File: src/design/ces_pkg.sv
// Shared types and constants for the chain energy block.
`timescale 1ns / 1ps
package ces_pkg;

  localparam int MUL_A_W = 68;
  localparam int MUL_B_W = 34;
  localparam int MUL_P_W = MUL_A_W + MUL_B_W;
  localparam int DIV_N_W = 62;
  localparam int DIV_D_W = 33;

  localparam logic [47:0] MAX48 = 48'hFFFF_FFFF_FFFF;
  localparam logic signed [63:0] ONE60 = 64'sh1000_0000_0000_0000;
  localparam logic signed [63:0] NEG_ONE60 = -64'sh1000_0000_0000_0000;
  localparam logic [23:0] CFG_ONE = 24'h01_0000;

  localparam logic [1:0] REG_SPRING = 2'd0;
  localparam logic [1:0] REG_REST   = 2'd1;
  localparam logic [1:0] REG_BEND   = 2'd2;

  typedef enum logic [4:0] {
    S_IDLE,
    S_SQ_START,
    S_SQ_WAIT,
    S_ROOT,
    S_DEV_START,
    S_DEV_WAIT,
    S_SPR_START,
    S_SPR_WAIT,
    S_U0_START,
    S_U0_WAIT,
    S_U1_START,
    S_U1_WAIT,
    S_UP_START,
    S_UP_WAIT,
    S_BEND_START,
    S_BEND_WAIT,
    S_FINISH
  } state_t;

  function automatic logic [31:0] mag33(input logic signed [32:0] v);
    logic [32:0] t;
    t = v[32] ? 33'(-v) : 33'(v);
    return t[31:0];
  endfunction

endpackage

File: src/design/ces_mul.sv
// Bit-serial shift-add multiplier, one multiplier bit per cycle.
`timescale 1ns / 1ps
module ces_mul (
  input  logic                        clk,
  input  logic                        rst,
  input  logic                        start,
  input  logic [ces_pkg::MUL_A_W-1:0] a,
  input  logic [ces_pkg::MUL_B_W-1:0] b,
  output logic                        done,
  output logic [ces_pkg::MUL_P_W-1:0] prod
);

  logic [ces_pkg::MUL_A_W-1:0] a_hold;
  logic [5:0]                  cnt;
  logic                        busy;
  logic [ces_pkg::MUL_A_W:0]   sum;

  assign sum = {1'b0, prod[ces_pkg::MUL_P_W-1:ces_pkg::MUL_B_W]} +
               (prod[0] ? {1'b0, a_hold} : '0);

  always_ff @(posedge clk) begin
    if (rst) begin
      busy <= 1'b0;
      done <= 1'b0;
      cnt  <= '0;
    end else begin
      done <= 1'b0;
      if (start) begin
        busy <= 1'b1;
        cnt  <= '0;
      end else if (busy) begin
        cnt <= cnt + 6'd1;
        if (cnt == 6'(ces_pkg::MUL_B_W - 1)) begin
          busy <= 1'b0;
          done <= 1'b1;
        end
      end
    end
  end

  always_ff @(posedge clk) begin
    if (start) begin
      a_hold <= a;
      prod   <= {{ces_pkg::MUL_A_W{1'b0}}, b};
    end else if (busy) begin
      prod <= {sum, prod[ces_pkg::MUL_B_W-1:1]};
    end
  end

  assert property (@(posedge clk) disable iff (rst) start |-> !busy)
    else $error("multiplier restarted while busy");
  assert property (@(posedge clk) disable iff (rst) done |-> !busy)
    else $error("multiplier done while busy");
  assert property (@(posedge clk) disable iff (rst) start |=> busy && cnt == 6'd0)
    else $error("multiplier did not start");

endmodule

File: src/design/ces_div.sv
// Restoring divider, one quotient bit per cycle.
`timescale 1ns / 1ps
module ces_div (
  input  logic                        clk,
  input  logic                        rst,
  input  logic                        start,
  input  logic [ces_pkg::DIV_N_W-1:0] num,
  input  logic [ces_pkg::DIV_D_W-1:0] den,
  output logic                        done,
  output logic [ces_pkg::DIV_N_W-1:0] quo
);

  logic [ces_pkg::DIV_D_W-1:0] den_hold;
  logic [ces_pkg::DIV_D_W-1:0] rem;
  logic [ces_pkg::DIV_D_W:0]   rem_sh;
  logic [ces_pkg::DIV_D_W:0]   rem_sub;
  logic [5:0]                  cnt;
  logic                        busy;

  assign rem_sh  = {rem, quo[ces_pkg::DIV_N_W-1]};
  assign rem_sub = rem_sh - {1'b0, den_hold};

  always_ff @(posedge clk) begin
    if (rst) begin
      busy <= 1'b0;
      done <= 1'b0;
      cnt  <= '0;
    end else begin
      done <= 1'b0;
      if (start) begin
        busy <= 1'b1;
        cnt  <= '0;
      end else if (busy) begin
        cnt <= cnt + 6'd1;
        if (cnt == 6'(ces_pkg::DIV_N_W - 1)) begin
          busy <= 1'b0;
          done <= 1'b1;
        end
      end
    end
  end

  always_ff @(posedge clk) begin
    if (start) begin
      den_hold <= den;
      rem      <= '0;
      quo      <= num;
    end else if (busy) begin
      if (rem_sh >= {1'b0, den_hold}) begin
        rem <= rem_sub[ces_pkg::DIV_D_W-1:0];
        quo <= {quo[ces_pkg::DIV_N_W-2:0], 1'b1};
      end else begin
        rem <= rem_sh[ces_pkg::DIV_D_W-1:0];
        quo <= {quo[ces_pkg::DIV_N_W-2:0], 1'b0};
      end
    end
  end

  assert property (@(posedge clk) disable iff (rst) start |-> !busy)
    else $error("divider restarted while busy");
  assert property (@(posedge clk) disable iff (rst) done |-> !busy)
    else $error("divider done while busy");
  assert property (@(posedge clk) disable iff (rst) busy |-> cnt < 6'(ces_pkg::DIV_N_W))
    else $error("divider count out of range");

endmodule

File: src/design/chain_energy_spring_bend.sv
// Bead-spring chain energy: harmonic bond and cosine bending terms, Q32.16 sum.
//
// Beads arrive one per transfer on s_tdata (x, y, z, signed Q16.16), with s_tlast
// marking the final bead; that bead's transfer produces one result carrying the
// saturating Q32.16 total and the degenerate/saturated flags. Work is done by a
// bit-serial multiplier, a restoring divider and a two-bit-per-cycle square
// root, all driven by one sequencer, so a bead is processed one at a time: the
// first bead of a chain goes straight to its finish step, a second bead runs
// three squares, the root and two products, and each later bead adds six
// divides and four products unless either bond length is zero. A waiting result
// does not block the next bead; only a second final bead waits in its last
// cycle until the previous result is taken.
`timescale 1ns / 1ps
module chain_energy_spring_bend (
  input  logic        clk,
  input  logic        rst,
  input  logic        s_tvalid,
  output logic        s_tready,
  input  logic [95:0] s_tdata,   // pos_x [31:0], pos_y [63:32], pos_z [95:64]
  input  logic        s_tlast,   // last_bead
  output logic        m_tvalid,
  input  logic        m_tready,
  output logic [47:0] m_tdata,   // total_energy [47:0]
  output logic [1:0]  m_tuser,   // degenerate [0], saturated [1]
  input  logic        cfg_we,
  input  logic [1:0]  cfg_index,
  input  logic [23:0] cfg_data
);

  ces_pkg::state_t state, state_next;

  logic [23:0] spring_const, rest_length, bend_const;

  logic [31:0]        prev [0:2];
  logic signed [32:0] dcur [0:2];
  logic signed [32:0] dprev [0:2];
  logic [32:0]        nprev;
  logic               last;
  logic [1:0]         idx;
  logic [1:0]         beads;
  logic [1:0]         flags;
  logic [47:0]        energy;

  logic [65:0]        s_acc;
  logic [65:0]        sq_sh;
  logic [35:0]        rem;
  logic [32:0]        root;
  logic [5:0]         cnt;
  logic [67:0]        d2;
  logic [31:0]        u0;
  logic signed [63:0] ct;

  logic                         mul_start, mul_done;
  logic [ces_pkg::MUL_A_W-1:0]  mul_a;
  logic [ces_pkg::MUL_B_W-1:0]  mul_b;
  logic [ces_pkg::MUL_P_W-1:0]  mul_prod;
  logic                         div_start, div_done;
  logic [ces_pkg::DIV_N_W-1:0]  div_num;
  logic [ces_pkg::DIV_D_W-1:0]  div_den;
  logic [ces_pkg::DIV_N_W-1:0]  div_quo;

  logic [65:0]        sq_sum;
  logic [35:0]        rem_sh, trial;
  logic signed [34:0] dev;
  logic [68:0]        spr_v;
  logic [47:0]        term;
  logic               term_sat;
  logic               term_en;
  logic [48:0]        acc_sum;
  logic signed [63:0] ct_clamp, w_full;
  logic               bend_ok;
  logic               proceed;

  assign s_tready = (state == ces_pkg::S_IDLE);
  assign proceed  = !last || !m_tvalid || m_tready;
  assign bend_ok  = (beads == 2'd2) && (nprev != '0) && (root != '0);

  assign sq_sum = s_acc + mul_prod[65:0];
  assign rem_sh = {rem[33:0], sq_sh[65:64]};
  assign trial  = {1'b0, root, 2'b01};
  assign dev    = $signed({2'b0, root}) - $signed({11'b0, rest_length});
  assign spr_v  = mul_prod[101:33];

  always_comb begin
    ct_clamp = ct;
    if (ct > ces_pkg::ONE60) begin
      ct_clamp = ces_pkg::ONE60;
    end else if (ct < ces_pkg::NEG_ONE60) begin
      ct_clamp = ces_pkg::NEG_ONE60;
    end
    w_full = ces_pkg::ONE60 - ct_clamp;
  end

  always_comb begin
    term     = '0;
    term_sat = 1'b0;
    term_en  = 1'b0;
    if (state == ces_pkg::S_SPR_WAIT && mul_done) begin
      term_en = 1'b1;
      if (spr_v[68:48] != '0) begin
        term     = ces_pkg::MAX48;
        term_sat = 1'b1;
      end else begin
        term = spr_v[47:0];
      end
    end else if (state == ces_pkg::S_BEND_WAIT && mul_done) begin
      term_en = 1'b1;
      term    = mul_prod[77:30];
    end
    acc_sum = {1'b0, energy} + {1'b0, term};
  end

  always_ff @(posedge clk) begin
    if (rst) begin
      state <= ces_pkg::S_IDLE;
    end else begin
      state <= state_next;
    end
  end

  always_comb begin
    state_next = state;
    mul_start  = 1'b0;
    div_start  = 1'b0;
    mul_a      = '0;
    mul_b      = '0;
    div_num    = '0;
    div_den    = '0;
    unique case (state)
      ces_pkg::S_IDLE: begin
        if (s_tvalid) begin
          state_next = (beads == 2'd0) ? ces_pkg::S_FINISH : ces_pkg::S_SQ_START;
        end
      end
      ces_pkg::S_SQ_START: begin
        mul_start  = 1'b1;
        mul_a      = {36'b0, ces_pkg::mag33(dcur[idx])};
        mul_b      = {2'b0, ces_pkg::mag33(dcur[idx])};
        state_next = ces_pkg::S_SQ_WAIT;
      end
      ces_pkg::S_SQ_WAIT: begin
        if (mul_done) begin
          state_next = (idx == 2'd2) ? ces_pkg::S_ROOT : ces_pkg::S_SQ_START;
        end
      end
      ces_pkg::S_ROOT: begin
        if (cnt == 6'd32) begin
          state_next = ces_pkg::S_DEV_START;
        end
      end
      ces_pkg::S_DEV_START: begin
        mul_start  = 1'b1;
        mul_a      = {34'b0, (dev[34] ? 34'(-dev) : 34'(dev))};
        mul_b      = dev[34] ? 34'(-dev) : 34'(dev);
        state_next = ces_pkg::S_DEV_WAIT;
      end
      ces_pkg::S_DEV_WAIT: begin
        if (mul_done) begin
          state_next = ces_pkg::S_SPR_START;
        end
      end
      ces_pkg::S_SPR_START: begin
        mul_start  = 1'b1;
        mul_a      = d2;
        mul_b      = {10'b0, spring_const};
        state_next = ces_pkg::S_SPR_WAIT;
      end
      ces_pkg::S_SPR_WAIT: begin
        if (mul_done) begin
          state_next = bend_ok ? ces_pkg::S_U0_START : ces_pkg::S_FINISH;
        end
      end
      ces_pkg::S_U0_START: begin
        div_start  = 1'b1;
        div_num    = {ces_pkg::mag33(dprev[idx]), 30'b0};
        div_den    = nprev;
        state_next = ces_pkg::S_U0_WAIT;
      end
      ces_pkg::S_U0_WAIT: begin
        if (div_done) begin
          state_next = ces_pkg::S_U1_START;
        end
      end
      ces_pkg::S_U1_START: begin
        div_start  = 1'b1;
        div_num    = {ces_pkg::mag33(dcur[idx]), 30'b0};
        div_den    = root;
        state_next = ces_pkg::S_U1_WAIT;
      end
      ces_pkg::S_U1_WAIT: begin
        if (div_done) begin
          state_next = ces_pkg::S_UP_START;
        end
      end
      ces_pkg::S_UP_START: begin
        mul_start  = 1'b1;
        mul_a      = {36'b0, u0};
        mul_b      = {2'b0, div_quo[31:0]};
        state_next = ces_pkg::S_UP_WAIT;
      end
      ces_pkg::S_UP_WAIT: begin
        if (mul_done) begin
          state_next = (idx == 2'd2) ? ces_pkg::S_BEND_START : ces_pkg::S_U0_START;
        end
      end
      ces_pkg::S_BEND_START: begin
        mul_start  = 1'b1;
        mul_a      = {36'b0, w_full[61:30]};
        mul_b      = {10'b0, bend_const};
        state_next = ces_pkg::S_BEND_WAIT;
      end
      ces_pkg::S_BEND_WAIT: begin
        if (mul_done) begin
          state_next = ces_pkg::S_FINISH;
        end
      end
      ces_pkg::S_FINISH: begin
        if (proceed) begin
          state_next = ces_pkg::S_IDLE;
        end
      end
      default: begin
        state_next = ces_pkg::S_IDLE;
      end
    endcase
  end

  always_ff @(posedge clk) begin
    if (rst) begin
      spring_const <= ces_pkg::CFG_ONE;
      rest_length  <= ces_pkg::CFG_ONE;
      bend_const   <= ces_pkg::CFG_ONE;
    end else if (cfg_we) begin
      if (cfg_index == ces_pkg::REG_SPRING) spring_const <= cfg_data;
      if (cfg_index == ces_pkg::REG_REST)   rest_length  <= cfg_data;
      if (cfg_index == ces_pkg::REG_BEND)   bend_const   <= cfg_data;
    end
  end

  always_ff @(posedge clk) begin
    if (rst) begin
      beads    <= '0;
      flags    <= '0;
      energy   <= '0;
      m_tvalid <= 1'b0;
      idx      <= '0;
      cnt      <= '0;
      for (int i = 0; i < 3; i++) begin
        prev[i] <= '0;
      end
    end else begin
      if (state == ces_pkg::S_FINISH && proceed && last) begin
        m_tvalid <= 1'b1;
      end else if (m_tvalid && m_tready) begin
        m_tvalid <= 1'b0;
      end
      if (term_en) begin
        energy <= acc_sum[48] ? ces_pkg::MAX48 : acc_sum[47:0];
        flags  <= flags | {acc_sum[48] | term_sat,
                           (state == ces_pkg::S_SPR_WAIT) && (root == '0)};
      end
      unique case (state)
        ces_pkg::S_IDLE: begin
          if (s_tvalid) begin
            last  <= s_tlast;
            idx   <= '0;
            s_acc <= '0;
            for (int i = 0; i < 3; i++) begin
              dcur[i] <= $signed({s_tdata[32*i+31], s_tdata[32*i +: 32]}) -
                         $signed({prev[i][31], prev[i]});
              prev[i] <= s_tdata[32*i +: 32];
            end
          end
        end
        ces_pkg::S_SQ_WAIT: begin
          if (mul_done) begin
            s_acc <= sq_sum;
            idx   <= idx + 2'd1;
            if (idx == 2'd2) begin
              sq_sh <= sq_sum;
              rem   <= '0;
              root  <= '0;
              cnt   <= '0;
            end
          end
        end
        ces_pkg::S_ROOT: begin
          cnt   <= cnt + 6'd1;
          sq_sh <= {sq_sh[63:0], 2'b00};
          if (rem_sh >= trial) begin
            rem  <= rem_sh - trial;
            root <= {root[31:0], 1'b1};
          end else begin
            rem  <= rem_sh;
            root <= {root[31:0], 1'b0};
          end
        end
        ces_pkg::S_DEV_WAIT: begin
          if (mul_done) begin
            d2 <= mul_prod[67:0];
          end
        end
        ces_pkg::S_SPR_WAIT: begin
          if (mul_done) begin
            idx <= '0;
            ct  <= '0;
          end
        end
        ces_pkg::S_U0_WAIT: begin
          if (div_done) begin
            u0 <= div_quo[31:0];
          end
        end
        ces_pkg::S_UP_WAIT: begin
          if (mul_done) begin
            idx <= idx + 2'd1;
            if (dprev[idx][32] ^ dcur[idx][32]) begin
              ct <= ct - $signed({2'b0, mul_prod[61:0]});
            end else begin
              ct <= ct + $signed({2'b0, mul_prod[61:0]});
            end
          end
        end
        ces_pkg::S_FINISH: begin
          if (proceed) begin
            if (beads != 2'd0) begin
              for (int i = 0; i < 3; i++) begin
                dprev[i] <= dcur[i];
              end
              nprev <= root;
            end
            if (last) begin
              m_tdata  <= energy;
              m_tuser  <= flags;
              beads    <= '0;
              flags    <= '0;
              energy   <= '0;
              for (int i = 0; i < 3; i++) begin
                prev[i] <= '0;
              end
            end else if (beads != 2'd2) begin
              beads <= beads + 2'd1;
            end
          end
        end
        default: begin
        end
      endcase
    end
  end

  ces_mul u_mul (
    .clk   (clk),
    .rst   (rst),
    .start (mul_start),
    .a     (mul_a),
    .b     (mul_b),
    .done  (mul_done),
    .prod  (mul_prod)
  );

  ces_div u_div (
    .clk   (clk),
    .rst   (rst),
    .start (div_start),
    .num   (div_num),
    .den   (div_den),
    .done  (div_done),
    .quo   (div_quo)
  );

  assert property (@(posedge clk) disable iff (rst) beads != 2'd3)
    else $error("bead count out of range");
  assert property (@(posedge clk) disable iff (rst)
    (state == ces_pkg::S_FINISH && proceed && last) |=> beads == 2'd0 && energy == '0)
    else $error("chain state not cleared after final bead");
  assert property (@(posedge clk) disable iff (rst)
    (state == ces_pkg::S_FINISH && last && !proceed) |=> state == ces_pkg::S_FINISH)
    else $error("final bead left while result slot busy");
  assert property (@(posedge clk) disable iff (rst)
    state == ces_pkg::S_ROOT |-> cnt <= 6'd32)
    else $error("square root ran past its last step");

endmodule

File: config.mk
export PLATFORM = sky130hd
export DESIGN_NAME = chain_energy_spring_bend
export DESIGN_NICKNAME = d
export VERILOG_FILES = /design/src/design/ces_pkg.sv /design/src/design/ces_mul.sv /design/src/design/ces_div.sv /design/src/design/chain_energy_spring_bend.sv
export SDC_FILE = /design/constraint.sdc
export NUM_CORES = 2
export LEC_CHECK = 0
export ABC_AREA = 1
export BUFFER_PORTS_ARGS = -buffer_cell sky130_fd_sc_hd__buf_4
export CAP_MARGIN = 25
export CORE_ASPECT_RATIO = 0.5
export CORE_MARGIN = 4
export CORE_UTILIZATION = 60
export CTS_BUF_LIST = sky130_fd_sc_hd__clkbuf_4
export DETAILED_ROUTE_END_ITERATION = 7
export PLACE_DENSITY_LB_ADDON = 0.15
export SYNTH_ARGS = -nofsm -noshare
export SYNTH_HDL_FRONTEND = slang
export SYNTH_SLANG_ARGS = --single-unit
File: constraint.sdc
create_clock -name clk -period 18.3 [get_ports clk]
set_input_delay 1.83 -clock clk [delete_from_list [all_inputs] [get_ports clk]]
set_output_delay 1.83 -clock clk [all_outputs]
set_load 0.05 [all_outputs]
== After elaboration in Yosys (flattened, before gate mapping) ==
Memory sizes are Yosys's and may differ from the RTL's. A register that Yosys moved wholly into a read port is not among the register bits.
Index checks and enable logic that the tools add are counted.
Word-level totals
  memories: 3
  bits of input ports: 128
  output and inout bits: 52
  bits in registers: 899
  RAM bits: 294
  logic and storage cells: 270
Memory list
  dcur: depth 3, width 33, rd ports 4, clocked after Yosys merged registers in 1, wr ports 3, RTL line chain_energy_spring_bend.sv:35  | logic signed [32:0] dcur [0:2];
  dprev: depth 3, width 33, rd ports 1, clocked after Yosys merged registers in 1, wr ports 3, RTL line chain_energy_spring_bend.sv:36  | logic signed [32:0] dprev [0:2];
  prev: depth 3, width 32, rd ports 3, clocked after Yosys merged registers in 0, wr ports 3, RTL line chain_energy_spring_bend.sv:34  | logic [31:0] prev [0:2];
Cells by class
  order comparisons: 4
  equality and inequality tests: 36
  bitwise logic cells: 12
  $add $sub $neg: 20
  reductions and logical operators: 50
  mux-type cells: 112
Operator list (number)
  $mux W48: 8
  $pmux W68 S5: 1
  $mux W66: 4
  $pmux W66 S2: 2
  $mux W32: 8
  $mux W62: 4
  $mux W34: 6
  $mux W64: 3
  $pmux W34 S5: 1
  $pmux W33 S2: 2
  $pmux W64 S2: 1
  $pmux W62 S2: 1
  $mux W33: 3
  $sub A32 B32 Y33: 3
  $pmux W5 S17: 1
  $add A68 B68 Y69: 1
  $mux W68: 1
  $pmux W34 S2: 1
  $add A66 B66 Y66: 1
  $reduce_bool A33 Y1: 2
  $add A64 B63 Y64: 1
  $gt A64 B62 Y1 const B: 1
  $lt A64 B61 Y1 const B: 1
  $neg A32 Y32: 2
  other kinds (48): 175

== Depth between registers and ports, before layout ==
  word-level depth: 11
  gate-level depth with buffers: 29
  mapped depth without buffers: 26

== Modules after synthesis ==
From an unflattened synthesis, not the netlist that was laid out.
Unflattened totals
  cells, all modules: 11315
  area total of the unflattened synthesis: 83045.9 sq um
Modules (own cells, without submodules)
  chain_energy_spring_bend: times used 1, cells an instance 8225, seq. area each 25054.0 sq um, area each 62053.3 sq um
  ces_mul: times used 1, cells an instance 1943, seq. area each 4584.4 sq um, area each 12731.0 sq um
  ces_div: times used 1, cells an instance 1147, seq. area each 3673.5 sq um, area each 8261.7 sq um

== Least setup slack after synthesis ==
OpenSTA, ideal clock, no wires.
  path type: input port to flip-flop
  from: input rst
  to: memory prev[1][23], in the netlist prev[0][55] (data pin)
  setup time: 0.141 ns
  data required time: 18.159 ns
  setup slack: 8.352 ns
  path buffers: 3
  stages: 6
  arrival time: 9.807 ns
  path through: clkbuf_1 nor3_1 inv_2 clkbuf_1 clkbuf_1 nor2_1
RTL lines
  start: declaration: RTL line chain_energy_spring_bend.sv:16  | input logic rst,
  end: declaration: RTL line chain_energy_spring_bend.sv:34

==> flow_summary_export.csv <==
group,metric,value,unit
hold_path,hold_end,"dprev[1][12]",
die,die_h,268,um
worst_setup_path,crit_type,"flop to flop",
power_and_ir_drop,p_int,6390,uW
timing,tns,0,ps
cts,clkSinkCount,1195,
power_and_ir_drop,power_frac_seq,0.338,
flow_run,maxCapViolations,0,
detailed_routing,wl,279000,um
detailed_routing,ant_nets,0,
cts,cts_resized,0,
timing,fin_skew,176,ps
power_and_ir_drop,leakage,0.0384,uW
place,io_buffers,179,
cts,cts_hold_buffers,0,
synth,mappedNetlistNets,11300,
cts,post_cts_buffers,0,
worst_setup_path,start_kind,"flop",
synth,ys_types,70,
synth,ys.flop_type,"edfxtp_1",
hold_path,min_path_cells,0,
timing,rsz0062_at_grt,"false",
power_and_ir_drop,power-per-cell-area,134,mW/mm2
synth,syn_inst,10700,
cts,root_buffer,"clkbuf_4",
detailed_routing,wl_per_cell,21.5,um
timing,timing.final.crit_share,0.368,
power_and_ir_drop,ir_drop,0.0978,mV
worst_setup_path,reg2reg_slack,11570,ps
cts,cts_buffers,292,
final_layout,final_common_cell,"nand2_1",
synth,ys_async_sr_fraction,0,
timing,worst_pin_slew,1250,ps
final_layout,finalNetCount,11600,
worst_setup_path,cpPeakStageDelay,780,ps
worst_setup_path,reg2regPathDepth,21,
hold_path,min_path_type,"flop to flop",
synth,netlist_area,0.0811,mm2
timing,drv_slew,0,
synth,synth-seq-area-share,0.411,
synth,yosysWarningCount,0,
timing,holdWs,441,ps
worst_setup_path,cp_cell_sequence,"buf_4 > inv_2 > nand2_1 > nand3_1 > o21ai_2 > inv_2 > nand2_1 > nand2_2 > inv_2 > nand2_1 > xor2_1 > ha_1 > nand2_1 > nor2_1 > inv_1 > nor4_1 > nand2_1 > nand2_1 > a21o_1 > a21oi_1 > o21a_1",
final_layout,syn2layout_area_growth,8.58,%
global_route,first_global_vias,70400,
worst_setup_path,cp.arrival,7530,ps
detailed_routing,drtIter0Drc,8425,
die,die-area,0.142,mm2
detailed_routing,vias,76600,
cts,tritoncts,"yes",
global_route,grt_max_degree,84,
power_and_ir_drop,switching_power,5380,uW
final_layout,drive_above_1_share,0.0790,
timing,min_period,6730,ps
die,die-width,528,um
detailed_routing,post-route-drc-count,0,
die,core,0.134,mm2
global_route,grt_pass1_wl,416000,um
detailed_routing,avgViaCountPerCell,5.89,
final_layout,layout_common_cells,"nand2_1 (2,043), inv_1 (1,658), nor2_1 (1,417), edfxtp_1 (938), a21oi_1 (810)",
worst_setup_path,regToRegEndpoint,"ct[37]",
place,hpwl,218000,um
cts,clk_latency,1210,ps
worst_setup_path,cp_data_required_time,19090,ps
final_layout,multi_input_area,0.0405,mm2
worst_setup_path,cp_slowest_cell,"inv_2",
worst_setup_path,crit_fanout,67,
power_and_ir_drop,p_clk_frac,0.203,
worst_setup_path,critPathBufInv,5,
global_route,gr-total-overflow,0,
power_and_ir_drop,comb_power_share,0.460,
timing,max_clock_freq,149,MHz
worst_setup_path,crit_path_end_kind,"flop",
final_layout,num-fill-cells,12000,
detailed_routing,dr.pass1.iters,7,
cts,clock_path_buffers,4,
synth,synth_edf_count,938,
timing,hold_viol,0,
power_and_ir_drop,swShare,0.457,
final_layout,seqCellArea,0.0333,mm2
status,status,"finished clean",
timing,slew_headroom,0.163,
die,num_rows,95,
synth,ys_ff_latch,1195,
timing,setup_viol,0,
cts,htreeDepth,5,
cts,path_clk_slew,70,ps
global_route,grtUsageTotal,0.380,
worst_setup_path,cp_top_family,"simple AND/OR/NAND/NOR gates",
die,initial_core_util,0.604,
worst_setup_path,crit_top_cell,"nand2_1",
die,pin_count,180,
synth,syn_avg_cell_area,7.58,um2
global_route,antenna_found_initial,12,
final_layout,final_util,0.656,
place,place.gp.congestion,1.09,
hold_path,hold_start,"dcur[1][12]",
==> Yosys cell counts (7+ instances only) <==
master	number	area share
clkinv_1	7	0.00032
a21oi_1	810	0.050
ha_1	445	0.069
xor2_1	234	0.025
nand3_1	552	0.034
o31ai_1	11	0.0010
edfxtp_1	938	0.35
or2_2	27	0.0021
o21ai_2	36	0.0039
o221ai_1	32	0.0035
o21ai_0	781	0.048
o21bai_1	49	0.0045
fa_1	9	0.0022
nor3_1	137	0.0085
buf_1	27	0.0012
a211oi_1	39	0.0036
o22ai_1	25	0.0019
o211ai_1	62	0.0057
inv_1	1662	0.077
buf_2	55	0.0034
nor2_1	1433	0.066
buf_6	8	0.0011
xnor2_1	129	0.014
nand2_1	2044	0.095
nand3_2	12	0.0015
a21o_1	56	0.0052
clkbuf_1	166	0.0077
o21ai_1	69	0.0043
nand4_1	114	0.0088
a22o_1	12	0.0013
a221oi_1	13	0.0014
a31oi_1	130	0.010
inv_2	24	0.0011
a21boi_0	42	0.0039
nand2_2	13	0.0010
nor2_2	13	0.0010
o2111ai_1	11	0.0012
nor4_1	42	0.0032
nor3b_1	10	0.00093
o21a_1	62	0.0057
dfxtp_1	257	0.063
nand3b_1	36	0.0033
==> stage by stage <==
stage	total power (uW)	setup WS [ps]	cells	instance area, um2
2_1_floorplan	7500	8350	10700	81100
3_3_place_gp	9210	11970	12500	84200
3_5_place_dp	9270	11940	12500	84200
4_1_cts	11700	11810	13000	88100
5_1_grt	12500	11100	13000	88100
6_report	11800	11570	13000	88100
==> power groups by stage <==
stage / combinational [uW] / clock (uW) / sequential [uW]
global placement: 5210 / 0 / 4000
finish: 5410 / 2390 / 3970
CTS: 5300 / 2400 / 3950
detailed placement: 5260 / 0 / 4010
global route: 5950 / 2550 / 3970
floorplan: 3700 / 0 / 3800
==> flip-flops by register name, summed over array words and instances, names as in the netlist, 32 cells and up, named ones only <==
register	cells
sq_sh	66
energy	48
u_mul.prod	102
u_mul.a_hold	68
d2	68
rem	34
dcur	99
m_tdata	48
u_div.quo	62
root	33
s_acc	66
u_div.rem	33
u_div.den_hold	33
prev	96
ct	64
u0	32
dprev	99
nprev	33
==> how the worst max path moves through the flow <==
stage | startpoint | endpoint | cells after the start
2_1_floorplan | rst | prev[0][55] | 6
3_3_place_gp | flop | ct[53] | 21
3_5_place_dp | flop | ct[56] | 22
4_1_cts | flop | ct[37] | 21
5_1_grt | flop | ct[56] | 22
6_report | flop | ct[37] | 21
==> logic make-up (layout without fill, tap and decap cells) <==
group           Yosys count  in the layout  share of synthesized area
compound gates         2275           2275                      0.159
xor+xnor                363            363                     0.0392
fa+ha+maj               454            454                     0.0709
buf+inv                1954           2452                     0.0923
flops                  1195           1195                      0.411
mux                       1              1                   0.000123
other cells               0              3                          0
simple gates           4456           4456                      0.228
==> worst register-to-register path: stages, from the launching register on <==
cell,delay (ps)
dfxtp_2,310
buf_4,540
inv_2,240
nand2_1,110
nand3_1,90
o21ai_2,300
inv_2,430
nand2_1,170
nand2_2,500
inv_2,790
nand2_1,390
xor2_1,240
ha_1,420
nand2_1,120
nor2_1,160
inv_1,100
nor4_1,760
nand2_1,110
nand2_1,210
a21o_1,170
a21oi_1,70
o21a_1,140
==> metal layers <==
metal / global-route usage / vias up / wire length, um
met1: 0.514 / 35400 / 114000
met3: 0.0788 / 722 / 28900
met5: 0 / - / 61
li1: - / 36500 / -
met2: 0.601 / 3953 / 122000
met4: 0.159 / 10 / 13400
==> area by class of cell <==
cell class | instances | share of cell area
timing repair buffer | 246 | 0.0213
tap | 1794 | 0.0255
sequential | 1195 | 0.378
multi-input combinational | 7549 | 0.459
inverter | 1693 | 0.0722
clock buffer | 420 | 0.0358
antenna | 3 | 0.0000852
clock inverter | 93 | 0.00747
Note: power is estimated with default switching activity, not from simulation.
